## src/rtl/octahedron_face_normals_macros.svh

```systemverilog
// Assertion macros shared by the face normal block.
`ifndef OCTAHEDRON_FACE_NORMALS_MACROS_SVH
`define OCTAHEDRON_FACE_NORMALS_MACROS_SVH
`ifndef SYNTH
`define OFN_ASSERT_IMPL(label, clk, rst_n, ante, cons) \
    label: assert property (@(posedge clk) disable iff (!rst_n) (ante) |-> (cons)) \
        else $error("assertion failed");
`define OFN_ASSERT_NEXT(label, clk, rst_n, ante, cons) \
    label: assert property (@(posedge clk) disable iff (!rst_n) (ante) |=> (cons)) \
        else $error("assertion failed");
`else
`define OFN_ASSERT_IMPL(label, clk, rst_n, ante, cons)
`define OFN_ASSERT_NEXT(label, clk, rst_n, ante, cons)
`endif
`endif

```

## src/rtl/ofn_pkg.sv

```systemverilog
// Package with shared constants and types of the face normal block.
package ofn_pkg;
    localparam int NUM_VERTICES = 6;
    localparam int NUM_FACES    = 4;
    localparam int CW  = 32;
    localparam int EW  = 33;
    localparam int PW  = 66;
    localparam int XW  = 67;

    typedef enum logic [1:0] {
        t_OP_IDLE = 2'd0,
        t_OP_SQRT = 2'd1,
        t_OP_DIV  = 2'd2
    } t_alu_op;

    typedef struct packed {
        logic        start;
        logic        is_div;
        logic [63:0] num;
        logic [31:0] den;
    } t_alu_req;

    typedef struct packed {
        logic        done;
        logic [63:0] res;
    } t_alu_rsp;
endpackage

```

## src/rtl/ofn_alu.sv

```systemverilog
// Shared bit serial square root and divide unit.
module ofn_alu (
    input  logic              i_clk,
    input  logic              i_rst_n,
    input  ofn_pkg::t_alu_req i_req,
    output ofn_pkg::t_alu_rsp o_rsp
);
    // Square root: restoring two bits a step over 64 bit radicand.
    // Divide: restoring one bit a step, 64 bit numerator, 32 bit divisor.
    logic [63:0] r_num, n_num;
    logic [65:0] r_rem, n_rem;
    logic [63:0] r_res, n_res;
    logic [31:0] r_den, n_den;
    logic [6:0]  r_cnt, n_cnt;
    logic        r_busy, n_busy;
    logic        r_div, n_div;
    logic        r_done, n_done;
    logic [65:0] w_trial;
    logic [65:0] w_shrem;

    always_comb begin
        n_num  = r_num;
        n_rem  = r_rem;
        n_res  = r_res;
        n_den  = r_den;
        n_cnt  = r_cnt;
        n_busy = r_busy;
        n_div  = r_div;
        n_done = 1'b0;
        w_shrem = '0;
        w_trial = '0;
        if (i_req.start) begin
            n_num  = i_req.num;
            n_den  = i_req.den;
            n_div  = i_req.is_div;
            n_rem  = '0;
            n_res  = '0;
            n_cnt  = i_req.is_div ? 7'd64 : 7'd32;
            n_busy = 1'b1;
        end else if (r_busy) begin
            if (r_div) begin
                w_shrem = {r_rem[64:0], r_num[63]};
                w_trial = w_shrem - {34'd0, r_den};
                n_num   = {r_num[62:0], 1'b0};
                if (!w_trial[65]) begin
                    n_rem = w_trial;
                    n_res = {r_res[62:0], 1'b1};
                end else begin
                    n_rem = w_shrem;
                    n_res = {r_res[62:0], 1'b0};
                end
            end else begin
                w_shrem = {r_rem[63:0], r_num[63:62]};
                w_trial = w_shrem - {r_res[63:0], 2'b01};
                n_num   = {r_num[61:0], 2'b00};
                if (!w_trial[65]) begin
                    n_rem = w_trial;
                    n_res = {r_res[62:0], 1'b1};
                end else begin
                    n_rem = w_shrem;
                    n_res = {r_res[62:0], 1'b0};
                end
            end
            n_cnt = r_cnt - 7'd1;
            if (r_cnt == 7'd1) begin
                n_busy = 1'b0;
                n_done = 1'b1;
            end
        end
    end

    always_ff @(posedge i_clk) begin
        if (!i_rst_n) begin
            r_busy <= 1'b0;
            r_done <= 1'b0;
            r_cnt  <= '0;
        end else begin
            r_busy <= n_busy;
            r_done <= n_done;
            r_cnt  <= n_cnt;
        end
        r_num <= n_num;
        r_rem <= n_rem;
        r_res <= n_res;
        r_den <= n_den;
        r_div <= n_div;
    end

    assign o_rsp.done = r_done;
    assign o_rsp.res  = r_res;
endmodule

```

## config.mk

```make
export PLATFORM = sky130hd
export DESIGN_NAME = ofn_alu
export DESIGN_NICKNAME = d
export VERILOG_FILES = /design/src/rtl/octahedron_face_normals_macros.svh /design/src/rtl/ofn_pkg.sv /design/src/rtl/ofn_alu.sv
export SDC_FILE = /design/constraint.sdc
export NUM_CORES = 1
export LEC_CHECK = 0
export ABC_CLOCK_PERIOD_IN_PS = 3800
export BUFFER_PORTS_ARGS = -buffer_cell sky130_fd_sc_hd__buf_2
export CAP_MARGIN = 20
export CORE_AREA = 3 3 182 184
export CTS_CLUSTER_SIZE = 16
export DETAILED_ROUTE_END_ITERATION = 7
export DIE_AREA = 0 0 185 187
export GPL_TIMING_DRIVEN = 1
export PLACE_DENSITY = 0.77
export SETUP_SLACK_MARGIN = 0.4
export SYNTH_ARGS = -nofsm -noshare
export SYNTH_HDL_FRONTEND = slang
export SYNTH_SLANG_ARGS = --single-unit
```

## constraint.sdc

```tcl
create_clock -name i_clk -period 3.8 [get_ports i_clk]
set_clock_uncertainty 0.05 [all_clocks]
set_input_delay 0.57 -clock i_clk [delete_from_list [all_inputs] [get_ports i_clk]]
set_output_delay 0.57 -clock i_clk [all_outputs]
set_load 0.01 [all_outputs]
```

==> results of run 1 <==
-- worst max path at each step --
stage	slack [ps]	endpoint	depth (start not counted)	from
2_1_floorplan	390	r_rem[64]$_SDFFE_PP0P_	11	r_rem[45]$_SDFFE_PP0P_
3_5_place_dp	-40	r_rem[64]$_SDFFE_PP0P_	14	r_num[63]$_DFFE_PP_
5_1_grt	10	r_rem[44]$_SDFFE_PP0P_	15	r_den[3]$_DFFE_PP_
4_1_cts	300	r_rem[44]$_SDFFE_PP0P_	14	r_den[6]$_DFFE_PP_
6_report	100	r_rem[44]$_SDFFE_PP0P_	15	r_num[63]$_DFFE_PP_
3_3_place_gp	20	r_rem[54]$_SDFFE_PP0P_	12	r_res[31]$_SDFFE_PP0P_
-- cells in the mapped netlist (33+ instances only) --
cell,count
ha_1,98
a21oi_1,145
nand2_1,243
a21o_1,36
clkbuf_1,101
xor2_1,50
xnor2_1,56
edfxtp_1,97
inv_1,131
mux2i_1,148
nand3_1,33
nor3_1,44
nor2_1,169
dfxtp_1,138
o21ai_0,157
-- metrics by stage --
| step | instances | cell area, sq um | hold slack, ps |
|---|---|---|---|
| 2_1_floorplan | 2106 | 17500 | 419 |
| 3_3_place_gp | 2750 | 19900 | 431 |
| 3_5_place_dp | 2750 | 19900 | 458 |
| 4_1_cts | 2842 | 21500 | 105 |
| 5_1_grt | 2903 | 23300 | 114 |
| 6_report | 2903 | 23300 | 123 |
-- state kept, by name, indices dropped and copies added, names as in the netlist --
register  flops
r_busy        1
r_cnt         7
r_den        32
r_div         1
r_done        1
r_num        64
r_rem        65
r_res        64
-- repair_timing --
action                                  4_1_cts  5_1_grt
pin swaps                                    32      106
cloned                                        0        7
gates resized for setup                      97      280
endpoints found under the hold margin         0        0
endpoints found under the setup margin       61       66
buffers inserted                             42       54
-- cells by family (layout without fill, tap and decap cells) --
family | after synthesis | in the layout
buf+inv | 249 | 644
xor+xnor | 106 | 106
mux | 157 | 157
flops | 235 | 235
simple gates | 654 | 654
fa+ha+maj | 99 | 99
compound gates | 606 | 606
-- area by class of cell --
type                       instances  area share [%]
clock buffer                      45            3.60
clock inverter                     5           0.242
inverter                         131            2.11
multi-input combinational       1622            52.5
sequential                       235            24.7
tap                              402            2.16
timing repair buffer             463            14.7
-- per-layer routing --
metal | GRT usage [%] | wire length, microns | part of all wire (%)
met2 | 56.9 | 30100 | 48
met5 | 0 | 0 | 0
met3 | 4.67 | 4090 | 6.5
met4 | 21.2 | 5350 | 8.5
met1 | 38.1 | 23200 | 37
-- worst max-delay path: cells and delay by family (launching register included) --
family	cells	cell delay [ps]
DFF	1	440
and+or+nand+nor	5	1530
AOI/OAI and AO/OA	5	800
adders and majority gates	2	360
buffers and inverters	3	430
==> metrics.txt, run 1 <==
# TYPE chip_impl_metric gauge
chip_impl_metric{name="cts_hold_buf",unit=""} 0
chip_impl_info{name="yosys-top-cells-area",value="edfxtp_1, dfxtp_1, mux2i_1"} 1
chip_impl_metric{name="time_the_final_worst_path_needs_with_i_o_delays_and_setup",unit="ps"} 3700
chip_impl_metric{name="worst-slew-pin-transition",unit="ps"} 958
chip_impl_metric{name="synth_cell_types",unit=""} 78
chip_impl_metric{name="route.final.wire_length",unit="microns"} 62800
chip_impl_metric{name="grt_max_degree",unit=""} 127
chip_impl_info{name="worst_setup_path_end_kind",value="register"} 1
chip_impl_metric{name="synth_fa_ha_area_share",unit="%"} 7.15
chip_impl_metric{name="antenna_found_initial",unit=""} 0
chip_impl_metric{name="fmax",unit="GHz"} 0.270
chip_impl_metric{name="synth_simple_gate_area_share",unit="%"} 17.6
chip_impl_metric{name="netlist_instances",unit=""} 2106
chip_impl_metric{name="synthMuxAreaShare",unit="%"} 9.09
chip_impl_metric{name="ys_seq_area_share",unit="%"} 32.6
chip_impl_metric{name="clk_pin_slew",unit="ps"} 70
chip_impl_metric{name="synth_enable_flop_cells",unit=""} 97
chip_impl_metric{name="cts_num_sinks",unit=""} 235
chip_impl_info{name="hold_end",value="r_den[25]$_DFFE_PP_"} 1
chip_impl_metric{name="final_hpwl_dp",unit="microns"} 44700
chip_impl_metric{name="finalCritPeriodShare",unit="%"} 97.3
chip_impl_metric{name="drc",unit=""} 0
chip_impl_metric{name="num_rows",unit=""} 65
chip_impl_info{name="r2r-end",value="r_rem[44]$_SDFFE_PP0P_"} 1
chip_impl_info{name="synthDominantAreaCellType",value="edfxtp_1"} 1
chip_impl_metric{name="floorplan.die.width",unit="microns"} 185
chip_impl_metric{name="io_pins",unit=""} 165
chip_impl_metric{name="buffers_on_ports",unit=""} 164
chip_impl_metric{name="dr_wl_cell",unit="microns"} 21.6
chip_impl_info{name="timing.critical_path.from_type",value="register"} 1
chip_impl_metric{name="setup_total_negative_slack",unit="ps"} 0
chip_impl_metric{name="timing.final.ws_setup",unit="ps"} 103
chip_impl_metric{name="detail_route.vias_per_cell",unit=""} 6.35
chip_impl_info{name="rsz0062_at_grt",value="true"} 1
chip_impl_metric{name="die_h",unit="microns"} 187
chip_impl_metric{name="grt_first_pass_wirelength",unit="microns"} 92200
chip_impl_metric{name="slew-limit-headroom",unit="%"} 36.1
chip_impl_metric{name="synthToLayoutAreaGrowth",unit="%"} 33.6
chip_impl_metric{name="finalSetupViolCount",unit=""} 0
chip_impl_metric{name="multi_input_comb_area",unit="sq mm"} 0.0122
chip_impl_metric{name="h-tree-depth",unit=""} 1
chip_impl_info{name="clk_root_buffer_cell",value="clkbuf_16"} 1
chip_impl_metric{name="hold-path-cell-count",unit=""} 1
chip_impl_metric{name="fillCellCount",unit=""} 2349
chip_impl_metric{name="postSynthAreaPerCell",unit="sq um"} 8.27
chip_impl_metric{name="cts_buffers",unit=""} 27
chip_impl_metric{name="fraction_of_synthesized_cell_area_taken_by_the_top_area_cell_type",unit="%"} 16.7
chip_impl_info{name="synth-main-ff-cell",value="dfxtp_1"} 1
chip_impl_metric{name="synthesis.yosys.warnings",unit=""} 0
chip_impl_info{name="hold_path.startpoint",value="i_req[25]"} 1
chip_impl_metric{name="synth-seq-cells",unit=""} 235
chip_impl_info{name="worst_r2r_startpoint",value="r_num[63]$_DFFE_PP_"} 1
chip_impl_metric{name="drive_gt1_share",unit="%"} 31.1
chip_impl_metric{name="crit_fanout",unit=""} 6
chip_impl_metric{name="final_nets",unit=""} 2679
chip_impl_metric{name="coreArea",unit="sq mm"} 0.0316
chip_impl_metric{name="drt.antenna.violating_nets",unit=""} 0
chip_impl_info{name="cells_along_the_critical_path",value="inv_2 -> ha_4 -> fa_2 -> nand2b_4 -> a211o_1 -> nand4_1 -> and2_4 -> a21oi_4 -> a2111oi_4 -> buf_4 -> or4_4 -> buf_6 -> or4_1 -> a31oi_1 -> a32o_1"} 1
chip_impl_metric{name="netlist_area",unit="sq mm"} 0.0174
chip_impl_metric{name="starting_density_of_the_core",unit="%"} 55.2
chip_impl_metric{name="seqCellArea",unit="sq mm"} 0.00575
chip_impl_metric{name="synth_xor_area_share",unit="%"} 5.33
chip_impl_metric{name="post-route-util",unit="%"} 73.7
chip_impl_metric{name="drt_iter0_markers",unit=""} 1518
chip_impl_metric{name="cp_data_required_time",unit="ps"} 4250
chip_impl_metric{name="rr_worst_depth",unit=""} 15
chip_impl_metric{name="finalHoldViolations",unit=""} 0
chip_impl_info{name="tritoncts",value="yes"} 1
chip_impl_info{name="cp_slowest_cell",value="or4_4"} 1
chip_impl_metric{name="synth_async_sr_flop_share",unit="%"} 0
chip_impl_metric{name="groute.usage.overall",unit="%"} 33.0
chip_impl_info{name="main_combinational_cell_family_by_area_after_synthesis",value="compound AO/OA/AOI/OAI gates"} 1
chip_impl_metric{name="vias_post_dr",unit=""} 18400
chip_impl_info{name="worst_hold_path_type",value="primary input to register"} 1
chip_impl_metric{name="place_ws",unit="ps"} -42.2
chip_impl_metric{name="detailedRoute.firstPassIterationCount",unit=""} 8
chip_impl_metric{name="gp_routability_congestion",unit=""} 0.984
chip_impl_metric{name="final_max_slew_viol_count",unit=""} 0
chip_impl_info{name="mostFrequentLayoutCell",value="buf_4"} 1
chip_impl_metric{name="data_arrival_at_the_endpoint_of_the_critical_path",unit="ps"} 4150
chip_impl_metric{name="grt_overflow_total",unit=""} 0
chip_impl_metric{name="first_global_vias",unit=""} 17800
chip_impl_metric{name="post_syn_nets",unit=""} 2305
chip_impl_info{name="mostFrequentLayoutCells",value="buf_4, nand2_1, buf_2"} 1
chip_impl_metric{name="synth_compound_gate_area_share",unit="%"} 22.8
chip_impl_metric{name="ctsLongestPathBuffers",unit=""} 3
chip_impl_metric{name="clkLatencyLatePin",unit="ps"} 570
chip_impl_info{name="worst-setup-path-type",value="register to register"} 1
chip_impl_metric{name="fp.dieArea",unit="sq mm"} 0.0346
chip_impl_info{name="status",value="complete, no violations"} 1
chip_impl_metric{name="maxCapViolations",unit=""} 0
chip_impl_metric{name="num_antenna_cells",unit=""} 0
chip_impl_metric{name="ff2ff_setup_slack",unit="ps"} 100
chip_impl_metric{name="critical-path-max-stage-delay",unit="ps"} 590
Power of run 1 is left out: the tool's default activity adds up to more than one toggle a clock period on the data nets, which glitch-free logic cannot reach.
==> inputs of run 2 (changes only) <==
==> constraint.sdc (replaced) <==
create_clock -name i_clk -period 3.8 [get_ports i_clk]
set_clock_uncertainty 0.05 [all_clocks]
set_input_delay 0.57 -clock i_clk [delete_from_list [all_inputs] [get_ports i_clk]]
set_output_delay 0.57 -clock i_clk [all_outputs]
set_load 0.02 [all_outputs]
==> metrics.txt, run 2 (synthesis results as in run 1) <==
# TYPE chip_impl_metric gauge
chip_impl_metric{name="ff2ff_setup_slack",unit="ps"} 130
chip_impl_info{name="endpoint",value="r_rem[44]$_SDFFE_PP0P_"} 1
chip_impl_metric{name="dpl-instance-area",unit="sq mm"} 0.0198
chip_impl_metric{name="groute.usage.overall",unit="%"} 32.8
chip_impl_metric{name="final_nets",unit=""} 2613
chip_impl_info{name="timing.critical_path.from_type",value="register"} 1
chip_impl_metric{name="post-route-util",unit="%"} 71.6
chip_impl_metric{name="crit_fanout",unit=""} 4
chip_impl_metric{name="h-tree-depth",unit=""} 1
chip_impl_metric{name="drc",unit=""} 0
chip_impl_metric{name="first_global_vias",unit=""} 17300
chip_impl_metric{name="drive_gt1_share",unit="%"} 28.8
chip_impl_metric{name="fp.dieArea",unit="sq mm"} 0.0346
chip_impl_metric{name="num_antenna_cells",unit=""} 0
chip_impl_metric{name="gp_routability_congestion",unit=""} 1.04
chip_impl_metric{name="time_the_final_worst_path_needs_with_i_o_delays_and_setup",unit="ps"} 3670
chip_impl_info{name="worst_hold_path_type",value="primary input to register"} 1
chip_impl_info{name="mostFrequentLayoutCell",value="nand2_1"} 1
chip_impl_info{name="largest_register",value="r_rem"} 1
chip_impl_info{name="worst_r2r_startpoint",value="r_den[6]$_DFFE_PP_"} 1
chip_impl_metric{name="cts_buffers",unit=""} 27
chip_impl_metric{name="clkLatencyLatePin",unit="ps"} 570
chip_impl_metric{name="clk_pin_slew",unit="ps"} 70
chip_impl_metric{name="io_pins",unit=""} 165
chip_impl_metric{name="drt.antenna.violating_nets",unit=""} 0
chip_impl_metric{name="critical-path-max-stage-delay",unit="ps"} 560
chip_impl_metric{name="cp_data_required_time",unit="ps"} 4210
chip_impl_metric{name="coreArea",unit="sq mm"} 0.0316
chip_impl_metric{name="detail_route.vias_per_cell",unit=""} 6.35
chip_impl_metric{name="fmax",unit="GHz"} 0.272
chip_impl_metric{name="synthToLayoutAreaGrowth",unit="%"} 29.7
chip_impl_metric{name="finalHoldViolations",unit=""} 0
chip_impl_metric{name="final_max_slew_viol_count",unit=""} 0
chip_impl_metric{name="buffers_on_ports",unit=""} 164
chip_impl_metric{name="floorplan.die.width",unit="microns"} 185
chip_impl_metric{name="detailedRoute.firstPassIterationCount",unit=""} 7
chip_impl_metric{name="final_hpwl_dp",unit="microns"} 44100
chip_impl_metric{name="worst-slew-pin-transition",unit="ps"} 992
chip_impl_metric{name="grt_max_degree",unit=""} 209
chip_impl_info{name="cells_along_the_critical_path",value="inv_2 -> ha_4 -> a211oi_4 -> nor2_1 -> nor2_2 -> a2111oi_4 -> buf_4 -> o31a_1 -> o21a_1 -> or4_4 -> buf_2 -> o31ai_1 -> a31oi_2 -> a32o_1"} 1
chip_impl_metric{name="vias_post_dr",unit=""} 18000
chip_impl_metric{name="design_area",unit="sq mm"} 0.0226
chip_impl_info{name="layout_top_registers",value="r_rem: 65 flops, r_num: 64 flops, r_res: 64 flops"} 1
chip_impl_metric{name="starting_density_of_the_core",unit="%"} 55.2
chip_impl_metric{name="slew-limit-headroom",unit="%"} 33.9
chip_impl_metric{name="antenna_found_initial",unit=""} 1
chip_impl_info{name="tritoncts",value="yes"} 1
chip_impl_metric{name="ctsLongestPathBuffers",unit=""} 3
chip_impl_metric{name="largest_register_ffs",unit=""} 65
chip_impl_info{name="clk_root_buffer_cell",value="clkbuf_16"} 1
chip_impl_metric{name="finalCritPeriodShare",unit="%"} 96.6
chip_impl_info{name="worst-setup-path-type",value="register to register"} 1
chip_impl_metric{name="die_h",unit="microns"} 187
chip_impl_metric{name="grt_overflow_total",unit=""} 0
chip_impl_metric{name="dr_wl_cell",unit="microns"} 21.7
chip_impl_metric{name="rr_worst_depth",unit=""} 14
chip_impl_metric{name="drt_iter0_markers",unit=""} 1887
chip_impl_info{name="worst_setup_path_startpoint",value="r_den[6]$_DFFE_PP_"} 1
chip_impl_info{name="r2r-end",value="r_rem[44]$_SDFFE_PP0P_"} 1
chip_impl_info{name="cp_slowest_cell",value="or4_4"} 1
chip_impl_metric{name="cts_num_sinks",unit=""} 235
chip_impl_metric{name="data_arrival_at_the_endpoint_of_the_critical_path",unit="ps"} 4080
chip_impl_metric{name="maxCapViolations",unit=""} 0
chip_impl_metric{name="num_rows",unit=""} 65
chip_impl_metric{name="grt_first_pass_wirelength",unit="microns"} 91500
chip_impl_info{name="rsz0062_at_grt",value="true"} 1
chip_impl_info{name="mostFrequentLayoutCells",value="nand2_1, buf_4, buf_2"} 1
chip_impl_metric{name="finalSetupViolCount",unit=""} 0
chip_impl_metric{name="cts_hold_buf",unit=""} 0
chip_impl_metric{name="route.final.wire_length",unit="microns"} 61500
chip_impl_info{name="status",value="complete, no violations"} 1
chip_impl_info{name="worst_setup_path_end_kind",value="register"} 1
[run 2: cell types whose count changed in the layout (fill, tap and decap cells not counted), sizes merged]
| cell | change |
|---|---|
| buf | -66 |
| bufinv | +1 |
| clkbuf | -3 |
| clkinv | +1 |
| inv | +1 |
[run 2: timing repair]
item / in CTS / in global routing
gates resized for setup: 81 / 226
pin swaps: 29 / 95
setup endpoints to repair: 64 / 66
gates cloned: 2 / 5
buffers inserted: 12 / 33
[run 2: metrics by stage]
step / worst slack [ps] / cells / hold slack, ps / TNS, ps
6_report: 130 / 2837 / 121 / 0
3_5_place_dp: -27.3 / 2735 / 448 / -27.3
2_1_floorplan: 380 / 2106 / 419 / 0
4_1_cts: 282 / 2799 / 92.4 / 0
5_1_grt: 89.8 / 2837 / 103 / 0
3_3_place_gp: 64.5 / 2735 / 431 / 0
[run 2: final cells by class]
cell class | count | area [sq um]
Clock buffer | 42 | 806
Multi-Input combinational cell | 1622 | 12200
Tap cell | 402 | 503
Sequential cell | 235 | 5760
Inverter | 131 | 495
Fill cell | 2428 | 8950
Timing Repair Buffer | 397 | 2750
Clock inverter | 8 | 113
[run 2: layer usage]
metal  vias up  share of wire (%)  track usage (%)
met2       957                 48             56.0
met5         -              0.033                0
met4         2                7.2             18.1
met3       289                7.5             5.15
li1       8340                  -                -
met1      8423                 37             39.1
[run 2: critical path: cells and delay by family (launching register included)]
family / cells / cell delay, ps
AO/OA/AOI/OAI: 7 / 1580
adder cells (fa/ha/maj): 1 / 220
buffers and inverters: 3 / 460
flip-flops: 1 / 410
AND/OR/NAND/NOR: 3 / 850
[run 2: worst min path at each step]
stage / startpoint / end / slack [ps] / depth (start not counted)
floorplan: r_cnt[1]$_SDFFE_PN0P_ / r_cnt[1]$_SDFFE_PN0P_ / 420 / 2
global placement: r_cnt[1]$_SDFFE_PN0P_ / r_cnt[1]$_SDFFE_PN0P_ / 430 / 2
detailed placement: r_cnt[1]$_SDFFE_PN0P_ / r_cnt[1]$_SDFFE_PN0P_ / 450 / 2
CTS: i_req[27] / r_den[27]$_DFFE_PP_ / 90 / 1
global route: i_req[5] / r_den[5]$_DFFE_PP_ / 100 / 1
finish: i_req[27] / r_den[27]$_DFFE_PP_ / 120 / 1
Power of run 2 is left out for the same reason.
