[src/rtl/octahedron_face_normals_macros.svh]
// Assertion macros shared by the face normal block.
`ifndef OCTAHEDRON_FACE_NORMALS_MACROS_SVH
`define OCTAHEDRON_FACE_NORMALS_MACROS_SVH
`ifndef SYNTH
`define OFN_ASSERT_IMPL(label, clk, rst_n, ante, cons) \
    label: assert property (@(posedge clk) disable iff (!rst_n) (ante) |-> (cons)) \
        else $error("assertion failed");
`define OFN_ASSERT_NEXT(label, clk, rst_n, ante, cons) \
    label: assert property (@(posedge clk) disable iff (!rst_n) (ante) |=> (cons)) \
        else $error("assertion failed");
`else
`define OFN_ASSERT_IMPL(label, clk, rst_n, ante, cons)
`define OFN_ASSERT_NEXT(label, clk, rst_n, ante, cons)
`endif
`endif

[src/rtl/ofn_ram.sv]
// Generic single write, single registered read RAM.
module ofn_ram #(
    parameter int WIDTH = 32,
    parameter int DEPTH = 6
) (
    input  logic                     i_clk,
    input  logic                     i_we,
    input  logic [$clog2(DEPTH)-1:0] i_waddr,
    input  logic [WIDTH-1:0]         i_wdata,
    input  logic [$clog2(DEPTH)-1:0] i_raddr,
    output logic [WIDTH-1:0]         o_rdata
);
    logic [WIDTH-1:0] r_mem [DEPTH];
    always_ff @(posedge i_clk) begin
        if (i_we) begin
            r_mem[i_waddr] <= i_wdata;
        end
        o_rdata <= r_mem[i_raddr];
    end
endmodule

[config.mk]
export PLATFORM = sky130hd
export DESIGN_NAME = ofn_ram
export DESIGN_NICKNAME = d
export VERILOG_FILES = /design/src/rtl/octahedron_face_normals_macros.svh /design/src/rtl/ofn_ram.sv
export SDC_FILE = /design/constraint.sdc
export NUM_CORES = 1
export LEC_CHECK = 0
export BUFFER_PORTS_ARGS = -buffer_cell sky130_fd_sc_hd__buf_2
export CAP_MARGIN = 15
export CORE_ASPECT_RATIO = 0.8
export CORE_MARGIN = 5
export CORE_UTILIZATION = 55
export DETAILED_ROUTE_END_ITERATION = 10
export GPL_ROUTABILITY_DRIVEN = 0
export GPL_TIMING_DRIVEN = 0
export PLACE_DENSITY = 0.75
export RECOVER_POWER = 100
export SETUP_SLACK_MARGIN = 0.3
export SLEW_MARGIN = 20
export SYNTH_ARGS = -nofsm -noshare
export SYNTH_HDL_FRONTEND = slang
export SYNTH_SLANG_ARGS = --single-unit
export TNS_END_PERCENT = 100
[constraint.sdc]
create_clock -name i_clk -period 3.4 [get_ports i_clk]
set_input_delay 0 -clock i_clk [delete_from_list [all_inputs] [get_ports i_clk]]
set_output_delay 0 -clock i_clk [all_outputs]
set_load 0.02 [all_outputs]
==> results of run 1 <==
logic make-up after synthesis:
group           Yosys count
compound gates           64
buf+inv                  22
flops                   224
mux                      96
simple gates             12
cells in the final DEF (no fill, tap or decap), types with 3 or more instances in the layout:
cell	instances
sky130_fd_sc_hd__a22o_1	32
sky130_fd_sc_hd__buf_12	3
sky130_fd_sc_hd__buf_4	6
sky130_fd_sc_hd__clkbuf_16	21
sky130_fd_sc_hd__clkbuf_8	5
sky130_fd_sc_hd__nand2b_1	3
sky130_fd_sc_hd__buf_6	5
sky130_fd_sc_hd__buf_2	6
sky130_fd_sc_hd__nor2_1	5
sky130_fd_sc_hd__a21oi_1	28
sky130_fd_sc_hd__dlygate4sd3_1	36
sky130_fd_sc_hd__dfxtp_1	32
sky130_fd_sc_hd__edfxtp_1	192
sky130_fd_sc_hd__clkbuf_1	87
sky130_fd_sc_hd__a21oi_2	4
sky130_fd_sc_hd__mux2i_1	96
cell type report:
type / count / area, um2
clock inverters: 4 / 27.5
clock buffers: 33 / 621
multi-input cells: 172 / 1470
well taps: 184 / 230
plain buffers: 22 / 159
fillers: 999 / 4670
repair buffers: 117 / 763
flip-flops and latches: 224 / 6410
worst paths after layout:
check,from,to,slack (ps),cells after the start
worst max-delay path,i_waddr[2],r_mem[0][0]$_DFFE_PP_,1020,6
worst min-delay path,i_raddr[1],o_rdata[0]$_DFF_P_,100,4
worst max register to register,r_mem[1][8]$_DFFE_PP_,o_rdata[8]$_DFF_P_,2480,3
worst min register to register,r_mem[4][30]$_DFFE_PP_,o_rdata[30]$_DFF_P_,540,2
worst reg2reg max path, cell delays in order (launching register included):
cell	delay, ps
sky130_fd_sc_hd__edfxtp_1	380
sky130_fd_sc_hd__mux2i_1	150
sky130_fd_sc_hd__a22o_1	160
sky130_fd_sc_hd__a21oi_1	70
state kept, by name, summed over array words and instances, names as in the netlist:
| name | cells |
|---|---|
| o_rdata | 32 |
| r_mem | 192 |
synth_stat cells:
library cell,number
sky130_fd_sc_hd__clkbuf_1,4
sky130_fd_sc_hd__buf_8,1
sky130_fd_sc_hd__edfxtp_1,192
sky130_fd_sc_hd__nand2b_1,3
sky130_fd_sc_hd__nand2_1,1
sky130_fd_sc_hd__a21oi_1,24
sky130_fd_sc_hd__dfxtp_1,32
sky130_fd_sc_hd__a22o_1,32
sky130_fd_sc_hd__mux2i_1,96
sky130_fd_sc_hd__a21oi_2,8
sky130_fd_sc_hd__buf_2,7
sky130_fd_sc_hd__nor2_1,5
sky130_fd_sc_hd__nor2b_1,1
sky130_fd_sc_hd__buf_12,1
sky130_fd_sc_hd__buf_6,3
sky130_fd_sc_hd__nor3_1,2
sky130_fd_sc_hd__buf_4,6
power breakdown:
part           switching (W)  total [W]  internal, W
registers          0.0000271    0.00312      0.00310
logic               0.000225   0.000372     0.000147
clock network       0.000913    0.00217      0.00125
repair_timing:
action	CTS	global route
hold buffers	36	0
setup endpoints to repair	0	0
endpoints found under the hold margin	204	0
buffers inserted	0	0
per-stage QoR:
| step | hold slack, ps | TNS [ps] | instance area [um2] |
|---|---|---|---|
| global placement | 235 | -83820 | 8630 |
| detailed placement | 243 | 0 | 8840 |
| global route | 117 | 0 | 9680 |
| floorplan | 98.9 | 0 | 8060 |
| CTS | 108 | 0 | 9850 |
| finish | 104 | 0 | 9680 |
metal layers:
layer / track usage [%] / up-vias
met5: 0 / -
met4: 3.50 / 0
met3: 3.71 / 22
met2: 29.8 / 108
met1: 22.6 / 2036
li1: - / 1924
==> results by stage, run 1 <==
Outcome:
- The run finished, with violations left.
- The final reports fail on capacitance limit, slew limit.

Synthesis:
- The sequential cell area fraction in the yosys report is between 70% and 80%.
- The synthesized-area fraction occupied by ao, oa, aoi and oai cells is 5.84%.
- Of the post-synthesis cell area, the part taken by muxes is between 10% and 20%.
- The net count after synthesis is about 460.
- By area the synthesized netlist is led by sky130_fd_sc_hd__edfxtp_1 (72%), sky130_fd_sc_hd__mux2i_1 (12%), sky130_fd_sc_hd__dfxtp_1 (7.9%).
- The netlist uses 17 different library cells.
- The share of synthesized area in the top cell type comes to 71.5%.
- The synthesized design contains 224 register bits.
- The dominant combinational cell family by area after synthesis is multiplexers.
- The mean area per synthesized cell is slightly below 20 um2.
- The cell area that synthesis handed to floorplanning was between 0.008 and 0.009 mm2.
- The adder-cell area share of the yosys netlist is 0%.
- The library cell with the largest summed area after synthesis is sky130_fd_sc_hd__edfxtp_1.
- The post-synthesis xor/xnor area fraction is 0%.
- The number of warnings issued by yosys is 0.
- In the synthesized netlist, the number of instances is 418.
- After Yosys synthesis, and, or, nand and nor cells account for 0.714% of the synthesized area.

Place:
- Buffers placed on the I/O ports in this run total 69.
- The total half-perimeter wirelength after legalization and detailed placement is 9350 um.
- At the placement stage, the worst setup path has a slack of 1430 ps.
- The number of placed instances, taps included, is 683.

Clock tree:
- The number of cells upsized or downsized after cts is 0.
- The clock buffer count from CTS is 21.
- The TritonCTS clock tree is done.
- CTS placed an instance of sky130_fd_sc_hd__clkbuf_16 at the clock tree root.
- In this run the number of H-tree levels came out at 1.
- The tree built by TritonCTS fans out to 224 sinks.
- Clock-pin slew was measured on the worst setup and hold paths at around 60 ps.
- The longest clock path from root to sink contains 3 buffers.
- The later pin in the worst-skew pair is clocked with a latency of 490 ps.

Finish:
- Cells fill 67.5% of the core in the end.
- The area growth from synthesis to layout is 20.1%.
- The number of nets at the end of the flow is 598.
- 0 antenna diodes ended up in the layout.
- Excluding fillers, the count of instances in the completed layout stands at approximately 760.
- The layout cell share with drive strength beyond 1 is 9.79%.

Floorplanning:
- The floorplan step defined a core boundary enclosing 0.0143 mm2.
- In this run the horizontal extent of the chip is 145 um.
- The standard-cell row count is 39.
- Once the floorplan was initialized, standard cells occupied between 50% and 60% of the core.
- The area enclosed by the die boundary is 0.0172 mm2.
- For this design the top-level I/O count stands at 72.
- The vertical die dimension is 118 um.

Worst setup path:
- The required time of the critical path is 3600 ps.
- The startpoint kind of the worst setup timing path is an input port.
- The start-to-end type of the worst setup path is input port to register.
- Of all nets on the critical path, the largest fanout is 8.
- On the worst path, the slowest cell contributes a delay of 1060 ps.
- The buffer and inverter count on the worst path is 5.
- The cell family contributing the most delay on the critical path is buffers and inverters.
- Walking the worst path, the cells encountered are dlygate4sd3_1, clkbuf_1, nor3_1, clkbuf_1, buf_6, buf_6.
- The worst setup path is captured at a register.
- The arrival time at the worst endpoint is approximately 2600 ps.
- Among all stages on the critical path, the largest delay is contributed by sky130_fd_sc_hd__nor3_1.

Power and ir drop:
- Dividing total power by cell area gives a power density of 585 mW/mm2.
- The worst IR drop on VDD is 441 uV.
- The overall power is 0.00566 W.
- The leakage power summed over all cells is ~3.5 nW.

Routing:
- After detailed routing, the average wire length per cell comes to 19.7 um.
- For this block, the via count after detailed routing is 4,090.
- The met2 layer wire length in the routed design is 7440 um.
- The total wire length after detailed routing is between 10,000 and 15,000 um.
- Before antenna repair, the detailed router went through 5 iterations.
- The residual DRC count is 0.
- The number of vias per cell after detailed routing is 5.41.
- The highest metal layer carrying signal wires in the routed design is met4.
- The first-iteration detailed-routing DRC count is 295.
- The count of nets left with antenna violations once routing finished came out at 0.
- The routed length on met1 is 6400 um.
- Summed over all nets, wire length on met3 after detailed routing comes to approximately 840 um.

Timing:
- For the pin with the worst max-slew slack, the measured transition is 1710 ps.
- The final hold violation count is 0.
- The shortest period the worst path allows is about 2400 ps.
- Measured against its own limit, the worst slew margin works out to -14.6%.
- In the finished design, the share of the clock period the worst path needs comes to 70.0%.
- The number of pins exceeding their max-slew limit in the final report is 44.
- The worst path meets setup with 1020 ps of slack.
- The clock skew after layout is 9.07 ps.
- The maximum clock frequency is 420 MHz.
- Setup violations remaining at the end of the flow were counted as 0.
- Setup repair after global routing left no endpoint under its margin.

Worst hold path:
- In this run the worst hold path is classified as input port to register.

Global routing:
- Across every metal layer, demand over resource in global routing totals 17.2%.
- The number of global-route vias before repair came to 4,363.
- The largest net degree at the start of global routing is 20.
- The total global routing overflow is 0.
- The first-pass GRT wire length is 23,400 um.
- The number of antenna violations at the first check in global routing is 0.

Job:
- The tool flagged a number of max-cap violations equal to 4.
(Power assumes the default switching activity.)
==> run 2: changes to the inputs <==
Clock period 3.4 ns to 2.4 ns, I/O delays scaled along.
==> run 2 against run 1 <==
  * The flow now finishes without violations
  * Clock power grew 53%
  * Cell area grew 0.89%
  * Non-clock buffer count down 4
  * Clock skew is 2.2 ps lower
  * Sequential power rose by 42%
  * Core utilization increased by 0.60 points
  * Final cell count fell by 0.13%
  * Combinational power increased by 43%
  * First-iteration DRC count decreased by 22%
  * Worst hold slack worse by 72 ps
  * Global-route usage increased by 0.69 points
  * Via count is 0.61% higher
  * Critical path type unchanged
  * Critical endpoint is now r_mem[3][15]$_DFFE_PP_
==> results by stage, run 2 (same netlist as run 1, synthesis figures left out) <==
Clock tree:
- Clock latency on the worst-skew pair, taken at its later pin, is 490 ps.
- The number of cells upsized or downsized after cts is 0.
- The clock buffer count from CTS is 22.
- The total setup buffers inserted after CTS is 0.
- CTS built an H-tree with a depth of 1.
- The clock slew at the register clock pins of the worst setup and hold paths is about 60 ps.
- The clock sink total is about 220.
- The cell at the root of the clock tree is sky130_fd_sc_hd__clkbuf_16.
- TritonCTS built the clock tree.
- The maximum number of buffers from clock root to sink is 3.

Global routing:
- The number of global-route vias before repair was between 4,000 and 5,000.
- For met1 alone, demand over resource in global routing was 23.5%.
- The first global-routing pass estimated 24,100 um of wire.
- Global routing finished with a remaining overflow of 0.
- The number of antenna violations at the first check in global routing is 0.
- The met3 capacity usage during global routing is 3.63%.
- The global-route layer with the greatest usage is met2.
- Global routing used between 15 and 20% of the available tracks across all layers.
- The met2 capacity usage during global routing is 30.7%.
- Entering global routing, the biggest net connects 20 pins.

Timing:
- For the pin with the worst max-slew slack, the measured transition is 1240 ps.
- Across the routed clock network, the largest skew measured is 6.87 ps.
- The final hold violation count was 0.
- Across all hold checks on the routed design, the worst slack comes to 32.1 ps.
- In the finished design, the share of the clock period the worst path needs comes to 79.4%.
- Timing would allow up to 525 MHz.
- The shortest period the worst path allows is around 1900 ps.
- The number of pins exceeding their max-slew limit in the final report came to 0.
- Setup repair after global routing left no endpoint under its margin.
- The final setup violation count is 0.
- Measured against its own limit, the worst slew margin works out to 17.1%.
- The worst setup margin is 495 ps.

Power and ir drop:
- VDD sags by at most 623 uV.
- The overall power is between 0.008 and 0.009 W.
- In this run the power density over the cells is around 850 mW/mm2.
- The leakage power summed over all cells is 3.51 nW.

Finish:
- The library cell used most frequently in the layout, excluding fill and tap cells, is sky130_fd_sc_hd__edfxtp_1.
- From synthesis to final layout, the design area changed by 21.2%.
- The register with the most flip-flops in the final layout is r_mem.
- In the final layout, the registers with the most flip-flops are r_mem: 192 flops, o_rdata: 32 flops.
- The total of fill cells in the finished design is 999.
- The post-route netlist has 10.7% of its cells at a drive strength greater than 1.
- The post-layout utilization of the core is 68.1%.
- The number of nets at the end of the flow is between 500 and 600.
- Leaving out fill and tap cells, the most frequent cells in the layout are sky130_fd_sc_hd__edfxtp_1 (192), sky130_fd_sc_hd__mux2i_1 (96), sky130_fd_sc_hd__clkbuf_1 (81), sky130_fd_sc_hd__dlygate4sd3_1 (36).
- The final instance count without filler cells is approximately 760.
- The number of flip-flops in the largest register is 192.
- The repair_antennas step left the layout with diodes totalling 0.

Routing:
- The detailed router placed just over 4,000 vias in this run.
- The residual antenna-violating net count after detailed routing is 0.
- The number of detailed-route iterations in the first pass is 5.
- The residual DRC count is 0.
- After detailed routing, the number of vias per cell comes to 5.45.
- The per-cell routed wire length is about 20 um.
- For this block, the initial DRC count from the detailed router was 231.
- Wires add up to roughly 15,000 um.

Worst setup path:
- STA puts the critical path data required time at 2600 ps.
- The worst setup path is launched from an input port.
- The endpoint class of the critical path is a register.
- The start-to-end type of the worst setup path is input port to register.
- In this design, the stage delay of the slowest critical-path cell is 960 ps.
- The signal on the critical path passes through dlygate4sd3_1, clkbuf_1, nand2b_1, nor2_2, buf_16.
- In this design, the largest share of critical-path delay is due to simple AND/OR/NAND/NOR gates.
- The arrival time at the worst endpoint is 2100 ps.
- The slowest stage of the critical path belongs to the cell sky130_fd_sc_hd__nor2_2.
- In this run the worst path has a maximum fanout of 19.
- Together, buffers and inverters on the worst path number 3.

Place:
- At the placement stage, the worst setup path has a slack of 732 ps.
- The total half-perimeter wirelength after legalization and detailed placement is 9270 um.
- The count of port buffers added during placement is 69.
- In this run, placement finished with an instance count of just under 700.

Floorplanning:
- The initialized floorplan defines 39 standard-cell rows.
- The floorplan step set the die height to 118 um.
- The core region area is 0.0143 mm2.
- The area enclosed by the die boundary is 0.0172 mm2.
- Measured along the x axis, the die boundary spans about 150 um.
- The initial cell density of the core is 56.2%.
- In this run the count of I/O pins placed on the die edge is 72.

Outcome:
- The flow ran to the end, and the final reports show no timing, DRC or antenna violations.

Worst hold path:
- The path class of the tightest hold or removal check is input port to register.

Job:
- Max-cap violations in this run came to 0.
[run 2: cell types whose count changed in the layout (fill, tap and decap cells not counted), sizes merged]
cell,previous run,this run
bufinv,0,2
clkinv,1,6
clkbuf,113,104
buf,23,25
clkinvlp,2,1
[run 2: path summary, 6_finish.rpt]
| kind | slack, ps | to | depth (start not counted) | start |
|---|---|---|---|---|
| worst max-delay path | 500 | r_mem[3][15]$_DFFE_PP_ | 5 | i_waddr[2] |
| worst max register to register | 1460 | o_rdata[2]$_DFF_P_ | 3 | r_mem[1][2]$_DFFE_PP_ |
| worst min-delay path | 30 | o_rdata[31]$_DFF_P_ | 4 | i_raddr[1] |
| worst min register to register | 540 | o_rdata[0]$_DFF_P_ | 2 | r_mem[4][0]$_DFFE_PP_ |
[run 2: routing by layer]
layer	part of all wire (%)	wire length (um)	up-vias
met3	4.9	738	27
met2	50	7620	115
met4	2.0	308	0
li1	-	-	1933
met5	0	0	-
met1	43	6550	2040
[run 2: worst min-delay path: cells and delay by family]
kind | cells | cell delay, ps
compound gates | 2 | 310
simple gates | 1 | 80
buf+inv | 1 | 100
[run 2: repair_timing]
action	CTS	global route
hold buffers	36	0
hold endpoints to repair	210	0
endpoints found under the setup margin	0	0
[run 2: power by group]
part	internal, W	switching (W)
Sequential	0.00439	0.0000393
Clock	0.00198	0.00135
Combinational	0.000211	0.000322
Total	0.00658	0.00171
[run 2: layout make-up]
| class | instances | area (um2) | area share, % |
|---|---|---|---|
| timing repair buffer | 113 | 783 | 8.02 |
| clock inverter | 10 | 103 | 1.05 |
| tap | 184 | 230 | 2.36 |
| buffer | 22 | 159 | 1.63 |
| clock buffer | 30 | 602 | 6.16 |
| multi-input combinational | 172 | 1480 | 15.2 |
| sequential | 224 | 6410 | 65.6 |
[run 2: through the flow]
step           cell area (um2)  setup TNS, ps
2_1_floorplan             8070              0
3_3_place_gp              8640        -136610
3_5_place_dp              8860              0
4_1_cts                   9920              0
5_1_grt                   9770              0
6_report                  9770              0
==> run 3: changes to the inputs <==
Settings changed: ABC_AREA from default to 1.
Clock period 2.4 ns to 1.8 ns, I/O delays scaled along.
==> run 3 against run 2 <==
  * The run now ends with capacitance limit left
  * Register-to-register slack lost 1000 ps
  * Clock power grew 21%
  * Global-route usage grew 2.1 points
  * Non-clock buffer count increased by 9
  * Combinational power rose by 43%
  * Routed wire length grew 16%
  * Critical path type unchanged
==> results by stage, run 3 <==
Clock tree:
- At the later pin of the worst-skew pair, clock insertion delay measures 490 ps.
- The number of gates resized after CTS was 0.
- The clock slew at the register clock pins of the worst setup and hold paths is 60 ps.
- The maximum number of buffers from clock root to sink is 3.
- The tree built by TritonCTS fans out to 224 sinks.
- The total setup buffers inserted after CTS is 0.
- Clock tree synthesis inserted a total of 21 buffers.
- The cell at the root of the clock tree is sky130_fd_sc_hd__clkbuf_16.
- The TritonCTS clock tree is done.
- The number of levels in the clock H-tree is 1.

Worst setup path:
- STA classifies the critical path startpoint as an input port.
- STA classifies the critical path endpoint as a register.
- The reg-to-reg endpoint is o_rdata[0]$_DFF_P_.
- The start-to-end type of the worst setup path is input port to register.
- The slowest cell on the critical path is sky130_fd_sc_hd__nor2_1.
- In this run the worst setup path begins at i_waddr[1].
- Measured in cells, the most critical reg-to-reg path has a length of 5.
- The startpoint identified for the worst register-to-register timing path is r_mem[1][0]$_DFFE_PP_.
- Along the worst path, the maximum fanout reaches 20.
- The required time of the critical path is 1980 ps.
- The buffer and inverter count on the worst path is 3.
- Broken down by cell family, the worst path's largest delay share belongs to simple AND/OR/NAND/NOR gates.
- The arrival time at the worst endpoint is ~1600 ps.
- Walking the worst path, the cells encountered are clkbuf_1, inv_1, nand2_1, nor2_1, buf_16.
- The worst stage delay on the critical path is 1090 ps.
- Across all register-to-register paths, the minimum setup slack is 430 ps.

Global routing:
- The largest net degree at the start of global routing is 21.
- Global routing used roughly 20% of the available tracks.
- The number of global-route vias before repair is 5,212.
- The first global-routing pass estimated 27,500 um of wire.
- The number of antenna violations at the first check in global routing came to 0.
- The total global routing overflow is 0.

Timing:
- The clock skew after layout is slightly above 6 ps.
- The final hold violation count is 0.
- The number of pins exceeding their max-slew limit in the final report is 0.
- After layout, the worst path uses 80.4% of the clock period.
- The worst path in the final design needs a cycle of 1450 ps, including I/O delays and setup.
- Setup violations remaining at the end of the flow were counted as 0.
- Setup repair after global routing left no endpoint under its margin.
- The worst slew margin relative to its limit is around 1.6%.
- The maximum clock frequency is 691 MHz.
- The slew of the pin with the lowest slew margin is 1470 ps.

Floorplanning:
- Row generation in the floorplan step produced 39 rows.
- The die covers roughly 0.017 mm2.
- The vertical die dimension is 119 um.
- The die is between 100 and 150 um wide.
- 72 I/O pins were placed.
- The floorplan step defined a core boundary enclosing 0.0144 mm2.
- The initial cell density of the core is 56.7%.

Synthesis:
- After synthesis, the cell types taking the most area are sky130_fd_sc_hd__edfxtp_1 (71%), sky130_fd_sc_hd__dfxtp_1 (7.9%), sky130_fd_sc_hd__nand2_1 (7.6%).
- The synthesized design contains 224 register bits.
- The cell area that synthesis handed to floorplanning was 0.00816 mm2.
- The post-synthesis async set-or-reset flop share is 0%.
- The most frequent cell after synthesis is sky130_fd_sc_hd__edfxtp_1.
- The basic-gate share of the synthesized area counting and, or, nand and nor cells is 16.7%.
- Synthesis produced a netlist with a net count of about 670.
- The number of different library cells used by synthesis comes to 14.
- Ranked by instance count, the synthesized netlist is headed by sky130_fd_sc_hd__edfxtp_1 (192), sky130_fd_sc_hd__nand2_1 (165), sky130_fd_sc_hd__nand3_1 (96), sky130_fd_sc_hd__nor2_1 (70).
- The library cell with the largest summed area after synthesis is sky130_fd_sc_hd__edfxtp_1.
- Of the total synthesized cell area, the portion taken by full adders, half adders and majority gates is 0%.
- Synthesis handed over a netlist of 627 instances.
- The prevailing post-synth register cell is sky130_fd_sc_hd__edfxtp_1.
- The mux share of post-synthesis cell area is 0%.
- The number of warnings issued by yosys is 0.
- For this run, the register share of the synthesized area comes to 78.5%.
- The synthesized netlist devotes 1.96% of its cell area to compound gates.
- The share of Yosys cell area claimed by the top area cell type is 70.7%.
- After Yosys synthesis, XOR and XNOR cells account for 0% of the synthesized area.
- The average instance in the mapped netlist occupies approximately 13 um2.
- By area, the combinational part of the netlist is dominated by simple AND/OR/NAND/NOR gates.
- The number of enable-type register cells in the synthesized netlist is about 190.

Finish:
- Leaving out fill and tap cells, the most frequent cell in the layout is sky130_fd_sc_hd__edfxtp_1.
- The library cells used most frequently in the layout, excluding fill and tap cells, are sky130_fd_sc_hd__edfxtp_1 (192), sky130_fd_sc_hd__nand2_1 (165), sky130_fd_sc_hd__nand3_1 (96), sky130_fd_sc_hd__clkbuf_1 (81), sky130_fd_sc_hd__nor2_1 (67).
- The register with the most flip-flops is r_mem.
- Summing all flip-flop and latch instances after layout gives 0.00641 mm2.
- The layout cell share with drive strength beyond 1 is 8.14%.
- The register with the most flip-flops in the layout has 192 of them.
- The net count of the finished layout is 800.
- In the final layout, the registers with the most flip-flops are r_mem: 192 flops, o_rdata: 32 flops.
- The number of diodes added for antenna fixing is 0.
- The total of fill cells in the finished design is just under 1,000.
- The post-layout utilization of the core is roughly two thirds.
- The area growth from synthesis to layout is 19.8%.
- Summing all multi-input logic gate instances after layout gives about 0.0015 mm2.
- For this run, the number of standard cells in the final layout without fillers is 958.

Routing:
- Using the TritonRoute via totals, the vias-per-cell ratio works out to 5.48.
- The first detailed-routing pass took 5 iterations.
- For this run, design rule violations remaining after detail routing come to 0.
- The per-cell routed wire length is roughly 18 um.
- The count of nets left with antenna violations once routing finished came out at 0.
- Across all layers, the routed design uses between 5,000 and 6,000 vias.
- For this block, the initial DRC count from the detailed router was between 400 and 500.
- The total wire length after detailed routing is roughly 18,000 um.

Worst hold path:
- The startpoint of the tightest hold check path is i_waddr[2].
- The type of the worst min-delay path is input port to register.
- Along the worst hold path, the cell count comes to 3.
- The hold path endpoint is r_mem[4][18]$_DFFE_PP_.

Outcome:
- The run finished, with violations left.
- The checks that failed: capacitance limit.

Place:
- The count of port buffers added during placement is 69.
- The placed instance count is 886.
- The wire-length estimate of the detail-placed layout is 10,700 um.

Job:
- The count of max-cap constraint violations is 1.

Power and ir drop:
- For this design the ratio of total power to cell area is around 1100 mW/mm2.
- IR analysis of the VDD net gives a maximum drop of 822 uV.
- Summed over all cells, the static leakage comes to 3.55 nW.
run 3: final cells by class:
cell class              instances  share of cell area [%]
inverters                       6                   0.256
clock buffers                  31                    6.17
clock inverters                 6                   0.256
well taps                     184                    2.35
plain buffers                  34                    2.09
repair buffers                110                    7.66
flip-flops and latches        224                    65.5
multi-input cells             363                    15.7
run 3: power by group:
group,leakage [nW],switching [W],internal [W]
combinational,1.22,0.000515,0.000247
sequential,2.01,0.0000512,0.00585
clock,0.309,0.00172,0.00231
run 3: worst register-to-register path, stage by stage, from the launching register on:
cell and delay, ps:
sky130_fd_sc_hd__edfxtp_1 370, sky130_fd_sc_hd__nand2_1 80, sky130_fd_sc_hd__nand3_1 90, sky130_fd_sc_hd__nand3_1 90
sky130_fd_sc_hd__nand2_1 60, sky130_fd_sc_hd__dlygate4sd3_1 560
run 3: worst max path at each step:
stage                        endpoint  slack [ps]  cells past startpoint
2_1_floorplan   r_mem[2][0]$_DFFE_PP_        -100                      3
3_3_place_gp   r_mem[5][25]$_DFFE_PP_       -1330                      4
3_5_place_dp    r_mem[2][2]$_DFFE_PP_         350                      5
4_1_cts            o_rdata[0]$_DFF_P_         430                      5
5_1_grt         r_mem[3][1]$_DFFE_PP_         230                      5
6_report        r_mem[1][1]$_DFFE_PP_         350                      5
run 3: cells by family after synthesis:
family,Yosys count
and+or+nand+nor,331
DFF,224
AOI/OAI and AO/OA,32
buffers and inverters,40
run 3: through the flow:
step	total power [W]	setup TNS, ps	hold slack (ps)	cell area [um2]	worst slack, ps
2_1_floorplan	0.00642	-18790	98.9	8160	-101
3_3_place_gp	0.00669	-244970	236	8730	-1330
3_5_place_dp	0.00674	0	239	8930	347
4_1_cts	0.0108	0	89.8	9910	433
5_1_grt	0.0111	0	70.3	9780	231
6_report	0.0107	0	55.9	9780	352
run 3: per-layer routing:
| layer | routed length (um) | share of wire (%) | global-route usage (%) | up-vias |
|---|---|---|---|---|
| met2 | 8670 | 49 | 34.2 | 246 |
| met5 | 0 | 0 | 0 | - |
| met3 | 1460 | 8.3 | 4.10 | 35 |
| li1 | - | - | - | 2451 |
| met1 | 7140 | 40 | 26.6 | 2521 |
| met4 | 380 | 2.2 | 4.99 | 0 |
run 3: what timing repair did:
action / in CTS / in global routing
hold endpoints to repair: 196 / 0
endpoints found under the setup margin: 0 / 0
hold buffers: 35 / 0
